$ cat src/hw/rtl/rbpa_pkg.sv
package rbpa_pkg;

  // Request codes
  typedef logic [1:0] opcode_t;
  localparam opcode_t OP_ALLOC   = 2'd0;
  localparam opcode_t OP_RELEASE = 2'd1;
  localparam opcode_t OP_ADD_REF = 2'd2;
  localparam opcode_t OP_NOP     = 2'd3;

  // Result status codes
  typedef logic [2:0] status_t;
  localparam status_t ST_OK       = 3'd0;
  localparam status_t ST_NO_FREE  = 3'd1;
  localparam status_t ST_NOT_HELD = 3'd2;
  localparam status_t ST_RANGE    = 3'd3;
  localparam status_t ST_OVERFLOW = 3'd4;

  // Controller to datapath commands
  typedef struct packed {
    logic capture;  // latch request, read count memory, latch first free block
    logic commit;   // write back state and load the result register
  } rbpa_cmd_t;

  // Datapath to controller status
  typedef struct packed {
    logic out_stall;  // result register full and not taken this cycle
  } rbpa_stat_t;

endpackage

$ cat src/hw/rtl/rbpa_ctrl.sv
module rbpa_ctrl
  import rbpa_pkg::*;
(
  input  logic       clk,
  input  logic       rst,
  input  logic       in_valid,
  output logic       in_ready,
  input  rbpa_stat_t stat,
  output rbpa_cmd_t  cmd
);

  localparam logic ST_IDLE = 1'b0;
  localparam logic ST_EXEC = 1'b1;

  logic state;
  logic state_next;

  // Take a request only when idle
  assign in_ready    = (state == ST_IDLE);
  assign cmd.capture = in_valid && in_ready;
  assign cmd.commit  = (state == ST_EXEC) && !stat.out_stall;

  // Advance between capture and commit
  always_comb begin
    state_next = state;
    case (state)
      ST_IDLE: begin
        if (cmd.capture) state_next = ST_EXEC;
      end
      ST_EXEC: begin
        if (cmd.commit) state_next = ST_IDLE;
      end
      default: state_next = ST_IDLE;
    endcase
  end

  always_ff @(posedge clk) begin
    if (rst) begin
      state <= ST_IDLE;
    end else begin
      state <= state_next;
    end
  end

endmodule

$ cat src/hw/rtl/rbpa_datapath.sv
module rbpa_datapath
  import rbpa_pkg::*;
#(
  parameter int NUM_BLOCKS = 64,
  parameter int COUNT_BITS = 8,
  parameter int IDX_W      = $clog2(NUM_BLOCKS),
  parameter int USE_W      = $clog2(NUM_BLOCKS + 1)
) (
  input  logic                  clk,
  input  logic                  rst,
  input  rbpa_cmd_t             cmd,
  output rbpa_stat_t            stat,
  input  opcode_t               opcode,
  input  logic [IDX_W-1:0]      block_index,
  output logic                  out_valid,
  input  logic                  out_ready,
  output status_t               status,
  output logic [IDX_W-1:0]      granted_index,
  output logic [COUNT_BITS-1:0] ref_count_after,
  output logic [USE_W-1:0]      blocks_in_use,
  output logic [USE_W-1:0]      peak_in_use
);

  localparam logic [IDX_W:0]      NB_LIMIT  = (IDX_W + 1)'(NUM_BLOCKS);
  localparam logic [COUNT_BITS-1:0] COUNT_MAX = '1;
  localparam logic [COUNT_BITS-1:0] COUNT_ONE = COUNT_BITS'(1);
  localparam logic [USE_W-1:0]    USE_ONE   = USE_W'(1);

  // Count storage and held bitmap (held clear means count is zero)
  logic [COUNT_BITS-1:0] counts [NUM_BLOCKS];
  logic [NUM_BLOCKS-1:0] held;
  logic [USE_W-1:0]      in_use_total;
  logic [USE_W-1:0]      peak_total;

  // Captured request
  opcode_t               op_q;
  logic [IDX_W-1:0]      idx_q;
  logic                  range_q;
  logic                  held_q;
  logic [COUNT_BITS-1:0] rd_q;
  logic [IDX_W-1:0]      free_q;
  logic                  any_free_q;

  logic                  in_range;
  logic [IDX_W-1:0]      free_idx;
  logic                  any_free;

  logic [COUNT_BITS-1:0] cur_cnt;
  status_t               res_status;
  logic [IDX_W-1:0]      res_idx;
  logic [COUNT_BITS-1:0] res_cnt;
  logic                  wr_en;
  logic [IDX_W-1:0]      wr_addr;
  logic [COUNT_BITS-1:0] wr_data;
  logic                  set_held;
  logic                  clr_held;
  logic [USE_W-1:0]      in_use_next;
  logic [USE_W-1:0]      peak_next;

  assign in_range = ({1'b0, block_index} < NB_LIMIT);

  // Find lowest free block
  always_comb begin
    free_idx = '0;
    for (int i = NUM_BLOCKS - 1; i >= 0; i--) begin
      if (!held[i]) free_idx = IDX_W'(i);
    end
  end
  assign any_free = ~&held;

  // Capture request and read the addressed count
  always_ff @(posedge clk) begin
    if (cmd.capture) begin
      op_q       <= opcode;
      idx_q      <= block_index;
      range_q    <= in_range;
      held_q     <= in_range && held[block_index];
      free_q     <= free_idx;
      any_free_q <= any_free;
      if (in_range) rd_q <= counts[block_index];
    end
  end

  assign cur_cnt = held_q ? rd_q : '0;

  // Decide result and state update
  always_comb begin
    res_status  = ST_OK;
    res_idx     = idx_q;
    res_cnt     = '0;
    wr_en       = 1'b0;
    wr_addr     = idx_q;
    wr_data     = '0;
    set_held    = 1'b0;
    clr_held    = 1'b0;
    in_use_next = in_use_total;
    peak_next   = peak_total;
    if (op_q == OP_ALLOC) begin
      if (any_free_q) begin
        res_idx     = free_q;
        res_cnt     = COUNT_ONE;
        wr_en       = 1'b1;
        wr_addr     = free_q;
        wr_data     = COUNT_ONE;
        set_held    = 1'b1;
        in_use_next = in_use_total + USE_ONE;
        if (in_use_next > peak_total) peak_next = in_use_next;
      end else begin
        res_status = ST_NO_FREE;
        res_idx    = '0;
      end
    end else if (!range_q) begin
      res_status = (op_q == OP_NOP) ? ST_OK : ST_RANGE;
    end else if (op_q == OP_NOP) begin
      res_cnt = cur_cnt;
    end else if (!held_q) begin
      res_status = ST_NOT_HELD;
    end else if (op_q == OP_RELEASE) begin
      wr_en   = 1'b1;
      wr_data = cur_cnt - COUNT_ONE;
      res_cnt = wr_data;
      if (wr_data == '0) begin
        clr_held = 1'b1;
        if (in_use_total != '0) in_use_next = in_use_total - USE_ONE;
      end
    end else begin
      if (cur_cnt == COUNT_MAX) begin
        res_status = ST_OVERFLOW;
        res_cnt    = cur_cnt;
      end else begin
        wr_en   = 1'b1;
        wr_data = cur_cnt + COUNT_ONE;
        res_cnt = wr_data;
      end
    end
  end

  // Write back the count
  always_ff @(posedge clk) begin
    if (cmd.commit && wr_en) counts[wr_addr] <= wr_data;
  end

  // Update held bitmap and totals
  always_ff @(posedge clk) begin
    if (rst) begin
      held         <= '0;
      in_use_total <= '0;
      peak_total   <= '0;
    end else if (cmd.commit) begin
      if (set_held) held[wr_addr] <= 1'b1;
      if (clr_held) held[wr_addr] <= 1'b0;
      in_use_total <= in_use_next;
      peak_total   <= peak_next;
    end
  end

  // Hold the result until taken
  always_ff @(posedge clk) begin
    if (rst) begin
      out_valid <= 1'b0;
    end else if (cmd.commit) begin
      out_valid <= 1'b1;
    end else if (out_ready) begin
      out_valid <= 1'b0;
    end
  end

  always_ff @(posedge clk) begin
    if (cmd.commit) begin
      status          <= res_status;
      granted_index   <= res_idx;
      ref_count_after <= res_cnt;
      blocks_in_use   <= in_use_next;
      peak_in_use     <= peak_next;
    end
  end

  assign stat.out_stall = out_valid && !out_ready;

endmodule

$ cat src/hw/rtl/refcounted_block_pool_allocator_unit.sv
// Channel  Handshake            Payload
// in       in_valid/in_ready    opcode, block_index
// out      out_valid/out_ready  status, granted_index, ref_count_after,
//                               blocks_in_use, peak_in_use
//
// Each request is first captured, with the count memory read and the lowest free block
// latched; it then writes back and loads the result register.
// One request is in flight at a time; the count memory's read-modify-write sets this.
// Reset (rst, synchronous) clears the held bitmap and totals; no clearing pass.
// A full result register not taken stalls write-back; the next request waits.
module refcounted_block_pool_allocator_unit
  import rbpa_pkg::*;
#(
  parameter int NUM_BLOCKS = 64,
  parameter int COUNT_BITS = 8
) (
  input  logic                                  clk,
  input  logic                                  rst,
  input  logic                                  in_valid,
  output logic                                  in_ready,
  input  opcode_t                               opcode,
  input  logic [$clog2(NUM_BLOCKS)-1:0]         block_index,
  output logic                                  out_valid,
  input  logic                                  out_ready,
  output status_t                               status,
  output logic [$clog2(NUM_BLOCKS)-1:0]         granted_index,
  output logic [COUNT_BITS-1:0]                 ref_count_after,
  output logic [$clog2(NUM_BLOCKS + 1)-1:0]     blocks_in_use,
  output logic [$clog2(NUM_BLOCKS + 1)-1:0]     peak_in_use
);

  localparam int IDX_W = $clog2(NUM_BLOCKS);
  localparam int USE_W = $clog2(NUM_BLOCKS + 1);

  rbpa_cmd_t  cmd;
  rbpa_stat_t stat;

  rbpa_ctrl u_ctrl (
    .clk      (clk),
    .rst      (rst),
    .in_valid (in_valid),
    .in_ready (in_ready),
    .stat     (stat),
    .cmd      (cmd)
  );

  rbpa_datapath #(
    .NUM_BLOCKS (NUM_BLOCKS),
    .COUNT_BITS (COUNT_BITS),
    .IDX_W      (IDX_W),
    .USE_W      (USE_W)
  ) u_datapath (
    .clk             (clk),
    .rst             (rst),
    .cmd             (cmd),
    .stat            (stat),
    .opcode          (opcode),
    .block_index     (block_index),
    .out_valid       (out_valid),
    .out_ready       (out_ready),
    .status          (status),
    .granted_index   (granted_index),
    .ref_count_after (ref_count_after),
    .blocks_in_use   (blocks_in_use),
    .peak_in_use     (peak_in_use)
  );

endmodule

$ cat config.mk
export PLATFORM = sky130hd
export DESIGN_NAME = refcounted_block_pool_allocator_unit
export DESIGN_NICKNAME = d
export VERILOG_FILES = /design/src/hw/rtl/rbpa_pkg.sv /design/src/hw/rtl/rbpa_ctrl.sv /design/src/hw/rtl/rbpa_datapath.sv /design/src/hw/rtl/refcounted_block_pool_allocator_unit.sv
export SDC_FILE = /design/constraint.sdc
export NUM_CORES = 1
export LEC_CHECK = 0
export BUFFER_PORTS_ARGS = -buffer_cell sky130_fd_sc_hd__clkbuf_2
export CAP_MARGIN = 20
export CORE_MARGIN = 1
export CORE_UTILIZATION = 60
export CTS_BUF_LIST = sky130_fd_sc_hd__clkbuf_4 sky130_fd_sc_hd__clkbuf_8
export CTS_CLUSTER_SIZE = 25
export DETAILED_ROUTE_END_ITERATION = 6
export PLACE_DENSITY = 0.87
export SETUP_SLACK_MARGIN = 0.05
export SYNTH_ARGS = -nofsm -noshare
export SYNTH_HDL_FRONTEND = slang
export SYNTH_SLANG_ARGS = --single-unit
$ cat constraint.sdc
create_clock -name clk -period 8.27 [get_ports clk]
set_input_delay 0.4135 -clock clk [delete_from_list [all_inputs] [get_ports clk]]
set_output_delay 0.4135 -clock clk [all_outputs]
set_load 0.005 [all_outputs]
## After elaboration in Yosys (flattened, before gate mapping)

Memory sizes are Yosys's and may differ from the RTL's. A register that Yosys moved wholly into a read port is not among the register bits.
Cells that the tools add are included.

| storage, ports and cells | value |
|---|---|
| logic and storage cells | 176 |
| memories | 1 |
| bits in writable memories | 512 |
| bits of input ports | 12 |
| register bits | 127 |

Memories:

| memory | depth | width | rd ports | clocked after memory_dff | write ports | RTL line | text |
|---|---|---|---|---|---|---|---|
| u_datapath.counts | 64 | 8 | 1 | 1 | 1 | rbpa_datapath.sv:30 | `logic [COUNT_BITS-1:0] counts [NUM_BLOCKS];` |

| cells by class | value |
|---|---|
| magnitude comparators | 4 |
| bitwise logic cells | 4 |
| eq/ne operators | 3 |
| reduce and logical (&&, ||, !) cells | 18 |
| mux-type cells | 122 |
| add/sub/neg operators | 4 |

Operators with widths:

| cell | count |
|---|---|
| two-way mux 64 bit | 4 |
| two-way mux 6 bit | 36 |
| two-way mux 8 bit | 11 |
| two-way mux 5 bit | 16 |
| two-way mux 7 bit | 10 |
| AND 64 bit | 1 |
| inverter 64 bit | 1 |
| OR 64 bit | 1 |
| AND reduction 64 bit | 1 |
| two-way mux 4 bit | 8 |
| AND reduction 32 bit | 1 |
| two-way mux 3 bit | 9 |
| two-way mux 1 bit | 23 |
| AND reduction 16 bit | 1 |
| less-than comparator 6 x 7 -> 1 bit, second input constant | 2 |
| adder 8 x 1 -> 8 bit, second input constant | 1 |
| == test 8 bit, second input constant | 1 |
| logical NOT 8 bit | 1 |
| AND reduction 8 bit | 1 |
| subtractor 8 x 1 -> 8 bit, second input constant | 1 |
| adder 7 x 1 -> 7 bit, second input constant | 1 |
| greater-than comparator 7 bit | 1 |
| nonzero test 7 bit | 1 |
| subtractor 7 x 1 -> 7 bit, second input constant | 1 |
| 14 further kinds | 21 |

## Logic depth before layout (Yosys ltp)

Gate-level depths: netlist of the first run.

| depth | value |
|---|---|
| word-level depth | 63 |
| mapped depth | 14 |

## Cells and area by module

Synthesis of the first run repeated with hierarchy kept, for this count alone.

| second synthesis, totals | value |
|---|---|
| cells, all modules | 1779 |
| area total of the unflattened synthesis | 27675.3 sq um |

Modules (own cells, without submodules):

| module | sequential area each (sq um) | area an instance (sq um) | cells each | times used |
|---|---|---|---|---|
| rbpa_datapath | 18607.8 | 27625.2 | 1773 | 1 |
| rbpa_ctrl | 20.0 | 50.0 | 6 | 1 |

## Least setup slack after synthesis of the first run

Ideal clock, no wire load.

| timing | value |
|---|---|
| kind | register to register |
| start | register u_datapath.held_q |
| end | memory u_datapath.counts[0][0] (data pin) |
| stages on the path, launching flop included | 13 |
| data arrival time | 4.401 ns |
| clock period less this slack | 5.102 ns |
| path buffers | 3 |
| setup slack | 3.168 ns |
| library setup time | 0.702 ns |
| data required time | 7.568 ns |
| cells stage by stage | edfxtp_1 -> clkbuf_1 -> clkbuf_1 -> nand2_1 -> inv_1 -> ha_1 -> nand4_1 -> nor2_1 -> nand4_1 -> clkbuf_1 -> ha_1 -> o21ai_0 -> o21ai_0 |

| between the ends | value |
|---|---|
| word-level cells in the longest chain between the ends | 7 |
| elaborated cells between the ends (all ways) | 9 |

Ends and longest elaborated chain:

| element | RTL line | text |
|---|---|---|
| start: declaration | rbpa_datapath.sv:39 | `logic held_q;` |
| start signal: assignment | rbpa_datapath.sv:77 | `held_q <= in_range && held[block_index];` |
| two-way mux 8 bit | rbpa_datapath.sv:84 | `assign cur_cnt = held_q ? rd_q : '0;` |
| adder 8 x 1 -> 8 bit or == test 8 bit (tied branches) | rbpa_datapath.sv:132, rbpa_datapath.sv:127 |  |
| two-way mux 8 bit | rbpa_datapath.sv:127 | `if (cur_cnt == COUNT_MAX) begin` |
| two-way mux 8 bit | rbpa_datapath.sv:118 | `end else if (op_q == OP_RELEASE) begin` |
| two-way mux 8 bit * | rbpa_datapath.sv:116 | `end else if (!held_q) begin` |
| two-way mux 8 bit * | rbpa_datapath.sv:114 | `end else if (op_q == OP_NOP) begin` |
| two-way mux 8 bit * | rbpa_datapath.sv:98 | `if (op_q == OP_ALLOC) begin` |
| via u_datapath.wr_data[0] | rbpa_datapath.sv:54 | `logic [COUNT_BITS-1:0] wr_data;` |
| end: declaration | rbpa_datapath.sv:30 |  |

The timed path passes the listed nets; every way through them passes the cells marked *.

## Worst setup path after layout of the first run

| timing | value |
|---|---|
| start | register u_datapath.op_q[1] |
| end | memory u_datapath.counts[23][0], enable pin |

| between the ends | value |
|---|---|
| word-level cells in the longest chain between the ends | 8 |
| elaborated cells between the ends (all ways) | 11 |

Ends and longest elaborated chain:

| element | RTL line | text |
|---|---|---|
| start: declaration | rbpa_datapath.sv:36 | `opcode_t op_q;` |
| start signal: assignment | rbpa_datapath.sv:74 | `op_q <= opcode;` |
| == test 2 x 1 -> 1 bit | rbpa_datapath.sv:118 |  |
| two-way mux 1 bit | rbpa_datapath.sv:118 |  |
| two-way mux 1 bit | rbpa_datapath.sv:116 |  |
| two-way mux 1 bit | rbpa_datapath.sv:114 |  |
| two-way mux 1 bit | rbpa_datapath.sv:98 |  |
| logical AND 1 bit | rbpa_datapath.sv:140 | `if (cmd.commit && wr_en) counts[wr_addr] <= wr_data;` |
| two-way mux 1 bit | rbpa_datapath.sv:140 |  |
| two-way mux 1 bit (implied by the code) | rbpa_datapath.sv:140 |  |

Several ways; a longest one is shown, not always the timed one.

==> results of run 1 <==
worst max-delay path: stages (launching register included):
cell      delay [ns]
edfxtp_1        0.40
inv_1           0.12
ha_1            0.75
nand2_1         0.80
a21oi_1         0.71
nand2_1         0.65
nor3_1          1.02
metrics by stage:
stage	util [%]	total power [W]	worst slack, ns	cells	hold slack [ns]
CTS	67.6	0.00717	3.40	2517	0.00249
floorplan	-	0.00394	3.17	1792	0.463
global route	68.0	0.00734	3.15	2547	0.00807
finish	68.0	0.00717	3.44	2547	0.0334
detailed placement	62.3	0.00410	3.48	2331	0.495
global placement	62.3	0.00409	3.68	2331	0.478
registers in the layout, indices dropped and copies added, names as in the netlist, 7 cells and up:
name                        count
u_datapath.counts             512
u_datapath.held                64
u_datapath.rd_q                 8
u_datapath.ref_count_after      8
u_datapath.blocks_in_use        7
u_datapath.in_use_total         7
u_datapath.peak_in_use          7
u_datapath.peak_total           7
synth_stat cells, drive strengths merged, types with 8 or more instances:
| cell type | count |
|---|---|
| nand3 | 27 |
| inv | 37 |
| mux4 | 144 |
| nand2 | 97 |
| xnor2 | 8 |
| nor3 | 81 |
| nor2 | 130 |
| a22o | 19 |
| nor2b | 9 |
| o21ai | 42 |
| nand4 | 26 |
| buf | 32 |
| dfxtp | 80 |
| clkbuf | 102 |
| a22oi | 46 |
| edfxtp | 567 |
| a311oi | 58 |
| a31oi | 16 |
| a21oi | 101 |
| nor4 | 8 |
| o221ai | 10 |
| a221oi | 20 |
| o31ai | 8 |
| a211oi | 18 |
| ha | 17 |
per-layer routing:
layer | global-route usage (%) | up-vias | wire, µm
met1 | 42.6 | 8938 | 25900
met3 | 7.96 | 284 | 9290
li1 | - | 7427 | -
met2 | 48.6 | 1596 | 34300
met4 | 16.0 | 0 | 3910
met5 | 0 | - | 0
kinds of logic after synthesis:
| family | share of synthesized area (%) |
|---|---|
| DFF | 67.6 |
| and+or+nand+nor | 7.04 |
| AOI/OAI and AO/OA | 9.63 |
| buffers and inverters | 2.51 |
| muxes | 12.0 |
| adders and majority gates | 0.772 |
| xor gates and xnor gates | 0.477 |
final cells by class:
type | count | area [µm²]
inverters | 37 | 139
repair buffers | 105 | 679
clock buffers | 130 | 1620
multi-input cells | 974 | 8320
flip-flops and latches | 647 | 18600
fillers | 2739 | 14500
clock inverters | 54 | 737
well taps | 600 | 751
worst max-delay path by stage:
stage	end	cells after the start
2_1_floorplan	u_datapath.counts[0][0]	12
3_3_place_gp	u_datapath.counts[21][4]	6
3_5_place_dp	u_datapath.counts[53][4]	6
4_1_cts	u_datapath.counts[22][3]	6
5_1_grt	u_datapath.counts[34][6]	6
6_report	u_datapath.counts[23][0]	6
power by group through the flow:
stage	clock [W]	sequential, W	combinational (W)
floorplan	0	0.00366	0.000276
global placement	0	0.00367	0.000415
detailed placement	0	0.00367	0.000427
CTS	0.00313	0.00360	0.000431
global route	0.00327	0.00360	0.000465
finish	0.00312	0.00360	0.000447
==> flow_summary.ini, run 1 <==
[logic_synthesis]
synth-seq-cells = 647
netlist.area_leader.share_pct = 61.8
yosys_warnings = 0
synthTopCellsByArea = edfxtp_1, mux4_2, dfxtp_1
synth_area_um2 = 27600
synth-async-reset-ratio_pct = 0
syn_avg_cell_area_um2 = 15.4
seq_area_frac_synth_pct = 67.6
synth.distinct_cells = 65
syn_inst = 1792
synth-main-ff-cell = edfxtp_1
synth_top_area_cell = edfxtp_1
syn-num-nets = 1821
synth_edf_count = 567

[worst_setup_path]
crit_required_ns = 8.58
critPathCaptureType = flop
r2r_cells = 6
crit_fanout = 27
critPathLaunch = u_datapath.op_q[1]
startpoint_type = flop
critPathKind = flop to flop
ff2ff_setup_slack_ns = 3.44
timing.rr.end = u_datapath.counts[23][0]
arrival_ns = 5.14
r2r_start = u_datapath.op_q[1]

[power_and_ir_drop]
power_density_nw_per_um2 = 232
p_switching_w = 0.00163
clkPwrFrac_pct = 43.5
p_comb_share_pct = 6.2
p_sw_share_pct = 22.7
vdd_drop_max_uv = 144
seq_power_share_pct = 50.2
total_leakage_power_nw = 9.85
intPower_w = 0.00555

[run]
drv_cap = 0

[hold_path]
min_from = block_index[2]
hold_path_end = u_datapath.idx_q[2]
whs_path_depth = 1
holdCritPathClass = input pin to flop

[cts]
cts_tree = done
htreeDepth = 3
cts_inserted_buffers = 97
cts_setup_buffers = 0
clkLatencyLatePin_ns = 0.72
cts_sinks = 647
cts-resized-gates = 0
cts_root_buf = clkbuf_8
path_clk_slew_ns = 0.06
cts_buffer_depth = 3
postCtsHoldBufs = 2

[route]
avgRoutedWirePerCell_um = 28.8
first_pass_iters = 7
drtAntennaViolNets = 0
vias = 18200
drt_iter0_drc = 3113
totalWireLength_mm = 73.4
drcViolationCount = 2
viasPerCell = 7.16

[global_routing]
antenna_found_initial = 0
grt_overflow = 0
grt_max_degree = 81
grt_pass1_vias = 17500
grt_pass1_wl_mm = 110
grt_use_total_pct = 31.7

[sta]
period_minus_slack_ns = 4.83
clock.fmax_mhz = 207
setup_violations = 0
max_slew_margin_pct = 20.9
timing.setup.tns_ns = 0
rsz0062_at_grt = false
tightest_slew_ns = 1.18
hold_violations = 0
drv_slew = 0
fin_skew_ns = 0.0592
post-route-period-util_pct = 58.4

[floorplan]
fp-row-count = 78
die_area_um2 = 46800
start_util_pct = 60.7
core_area_um2 = 45400
ioPinCount = 45
fp.dieH_um = 216
die_x_um = 216

[final_layout]
design_area_um2 = 30900
final_common_cell = edfxtp_1
fin_nets = 1891
layout_common_cells = edfxtp_1, mux4_2, nor2_1
syn_to_final_growth_pct = 12.1
diodes = 0
drive_gt1_share_pct = 22.8

[placed_design]
gp_congestion = 0.950
dp.final_hpwl_mm = 41.9
port_buffers = 44
placed_cell_area_um2 = 28300

[outcome]
violations = design-rule violations
status = complete, but fails checks
(Power assumes the default switching activity.)
==> run 2: changes to the inputs <==
--- a/config.mk
+++ b/config.mk
@@ -8,11 +8,11 @@
 export BUFFER_PORTS_ARGS = -buffer_cell sky130_fd_sc_hd__clkbuf_2
 export CAP_MARGIN = 20
 export CORE_MARGIN = 1
-export CORE_UTILIZATION = 60
+export CORE_UTILIZATION = 59
 export CTS_BUF_LIST = sky130_fd_sc_hd__clkbuf_4 sky130_fd_sc_hd__clkbuf_8
 export CTS_CLUSTER_SIZE = 25
 export DETAILED_ROUTE_END_ITERATION = 6
-export PLACE_DENSITY = 0.87
+export PLACE_DENSITY = 0.88
 export SETUP_SLACK_MARGIN = 0.05
 export SYNTH_ARGS = -nofsm -noshare
 export SYNTH_HDL_FRONTEND = slang
==> constraint.sdc (replaced) <==
create_clock -name clk -period 4.15 [get_ports clk]
set_input_delay 0.2075 -clock clk [delete_from_list [all_inputs] [get_ports clk]]
set_output_delay 0.2075 -clock clk [all_outputs]
set_load 0.005 [all_outputs]
==> flow_summary.ini, run 2 (synthesis gave the netlist of run 1 again) <==
[outcome]
status = finished, final reports clean

[sta]
clock.fmax_mhz = 274
post-route-period-util_pct = 88.0
timing.setup.tns_ns = 0
setup_violations = 0
timing.hold.ws_ns = 0.217
period_minus_slack_ns = 3.65
tightest_slew_ns = 0.990
drv_slew = 0
rsz0062_at_grt = false
max_slew_margin_pct = 33.8
fin_skew_ns = 0.0581
hold_violations = 0

[cts]
cts_setup_buffers = 0
path_clk_slew_ns = 0.07
cts-resized-gates = 0
cts_buffer_depth = 3
postCtsHoldBufs = 8
htreeDepth = 3
cts_sinks = 647
cts_root_buf = clkbuf_8
cts_inserted_buffers = 97
cts_tree = done
clkLatencyLatePin_ns = 0.74

[run]
drv_cap = 0

[power_and_ir_drop]
vdd_drop_max_uv = 281
report.power.total_w = 0.0134
total_leakage_power_nw = 10.0
power_density_nw_per_um2 = 432

[global_routing]
grt_max_degree = 71
grt_pass1_vias = 18000
grt_use_total_pct = 31.4
grt_overflow = 0
antenna_found_initial = 0
grt_pass1_wl_mm = 110

[route]
drt_iter0_drc = 3307
vias = 18600
viasPerCell = 7.16
drcViolationCount = 0
drtAntennaViolNets = 0
first_pass_iters = 6
avgRoutedWirePerCell_um = 28.2
totalWireLength_mm = 73.3

[floorplan]
start_util_pct = 60.3
fp-row-count = 78
core_area_um2 = 45700
ioPinCount = 45
fp.dieH_um = 218
die_area_um2 = 47600
die_x_um = 218

[worst_setup_path]
crit_fanout = 30
startpoint_type = flop
crit_required_ns = 4.61
arrival_ns = 4.11
critPathCaptureType = flop
critPathKind = flop to flop

[placed_design]
dp.final_hpwl_mm = 42.7
port_buffers = 44
gp_congestion = 0.944

[final_layout]
largest_register_ff_count = 512
drive_gt1_share_pct = 24.3
largest-register = u_datapath.counts
top_regs = u_datapath.counts x512, u_datapath.held x64
n_fill_cell = 2707
layout_common_cells = edfxtp_1, mux4_2, nor2_1
final_common_cell = edfxtp_1
syn_to_final_growth_pct = 12.7
fin_nets = 1957

[hold_path]
holdCritPathClass = input pin to flop
[run 2: cell types whose count changed in the layout (fill, tap and decap cells not counted), sizes merged]
| cell | previous run | this run |
|---|---|---|
| buf | 43 | 121 |
| bufinv | 17 | 5 |
| clkbuf | 190 | 179 |
| clkinv | 29 | 23 |
| clkinvlp | 6 | 4 |
| diode | 0 | 1 |
| dlygate4sd3 | 2 | 8 |
| inv | 39 | 40 |
[run 2: per-layer routing]
metal | vias to the layer above | track usage (%) | share of wire (%)
met5 | - | 0 | 0
met4 | 0 | 17.9 | 6.3
met3 | 380 | 9.49 | 13
met2 | 1684 | 48.0 | 47
met1 | 9025 | 40.3 | 34
li1 | 7531 | - | -
[run 2: area by class of cell]
| class | count | area, µm² | share of cell area, % |
|---|---|---|---|
| timing repair buffer | 171 | 1260 | 4.06 |
| clock inverter | 35 | 305 | 0.983 |
| antenna | 1 | 2.50 | 0.00806 |
| multi-input combinational | 974 | 8320 | 26.8 |
| sequential | 647 | 18600 | 60.0 |
| tap | 600 | 751 | 2.42 |
| clock buffer | 137 | 1640 | 5.29 |
| inverter | 37 | 139 | 0.447 |
[run 2: final timing paths]
path / depth (start not counted) / slack (ns) / from / endpoint
min: 2 / 0.22 / rst / u_datapath.held[52]
min reg2reg: 2 / 0.50 / u_datapath.peak_total[6] / u_datapath.peak_total[6]
max reg2reg: 12 / 0.50 / u_datapath.held_q / u_datapath.counts[19][5]
max: 12 / 0.50 / u_datapath.held_q / u_datapath.counts[19][5]
[run 2: per-stage QoR]
| stage | cells | utilization, % | area, µm² | setup WS (ns) |
|---|---|---|---|---|
| after floorplan | 1792 | - | 27600 | 0.142 |
| after global placement | 2420 | 63.5 | 29000 | 0.886 |
| after detailed placement | 2420 | 63.5 | 29000 | 0.642 |
| after CTS | 2600 | 67.9 | 31000 | 0.617 |
| after global routing | 2601 | 68.0 | 31000 | 0.315 |
| final | 2602 | 68.0 | 31000 | 0.497 |
[run 2: worst max-delay path, stage by stage, from the launching register on]
cell	delay (ns)
edfxtp_1	0.55
nand2_1	0.22
inv_1	0.15
ha_1	0.21
nand4_1	0.11
nor2_1	0.22
nand4_1	0.14
buf_4	0.21
o21ai_0	0.16
a21o_2	0.61
buf_4	0.46
nor3_1	0.13
buf_4	0.23
[run 2: power by group]
group | total [W] | internal [W] | leakage [nW] | switching (W)
Sequential | 0.00718 | 0.00713 | 5.84 | 0.0000421
Combinational | 0.000920 | 0.000296 | 3.15 | 0.000624
Clock | 0.00533 | 0.00286 | 1.02 | 0.00247
Total | 0.0134 | 0.0103 | 10.0 | 0.00313
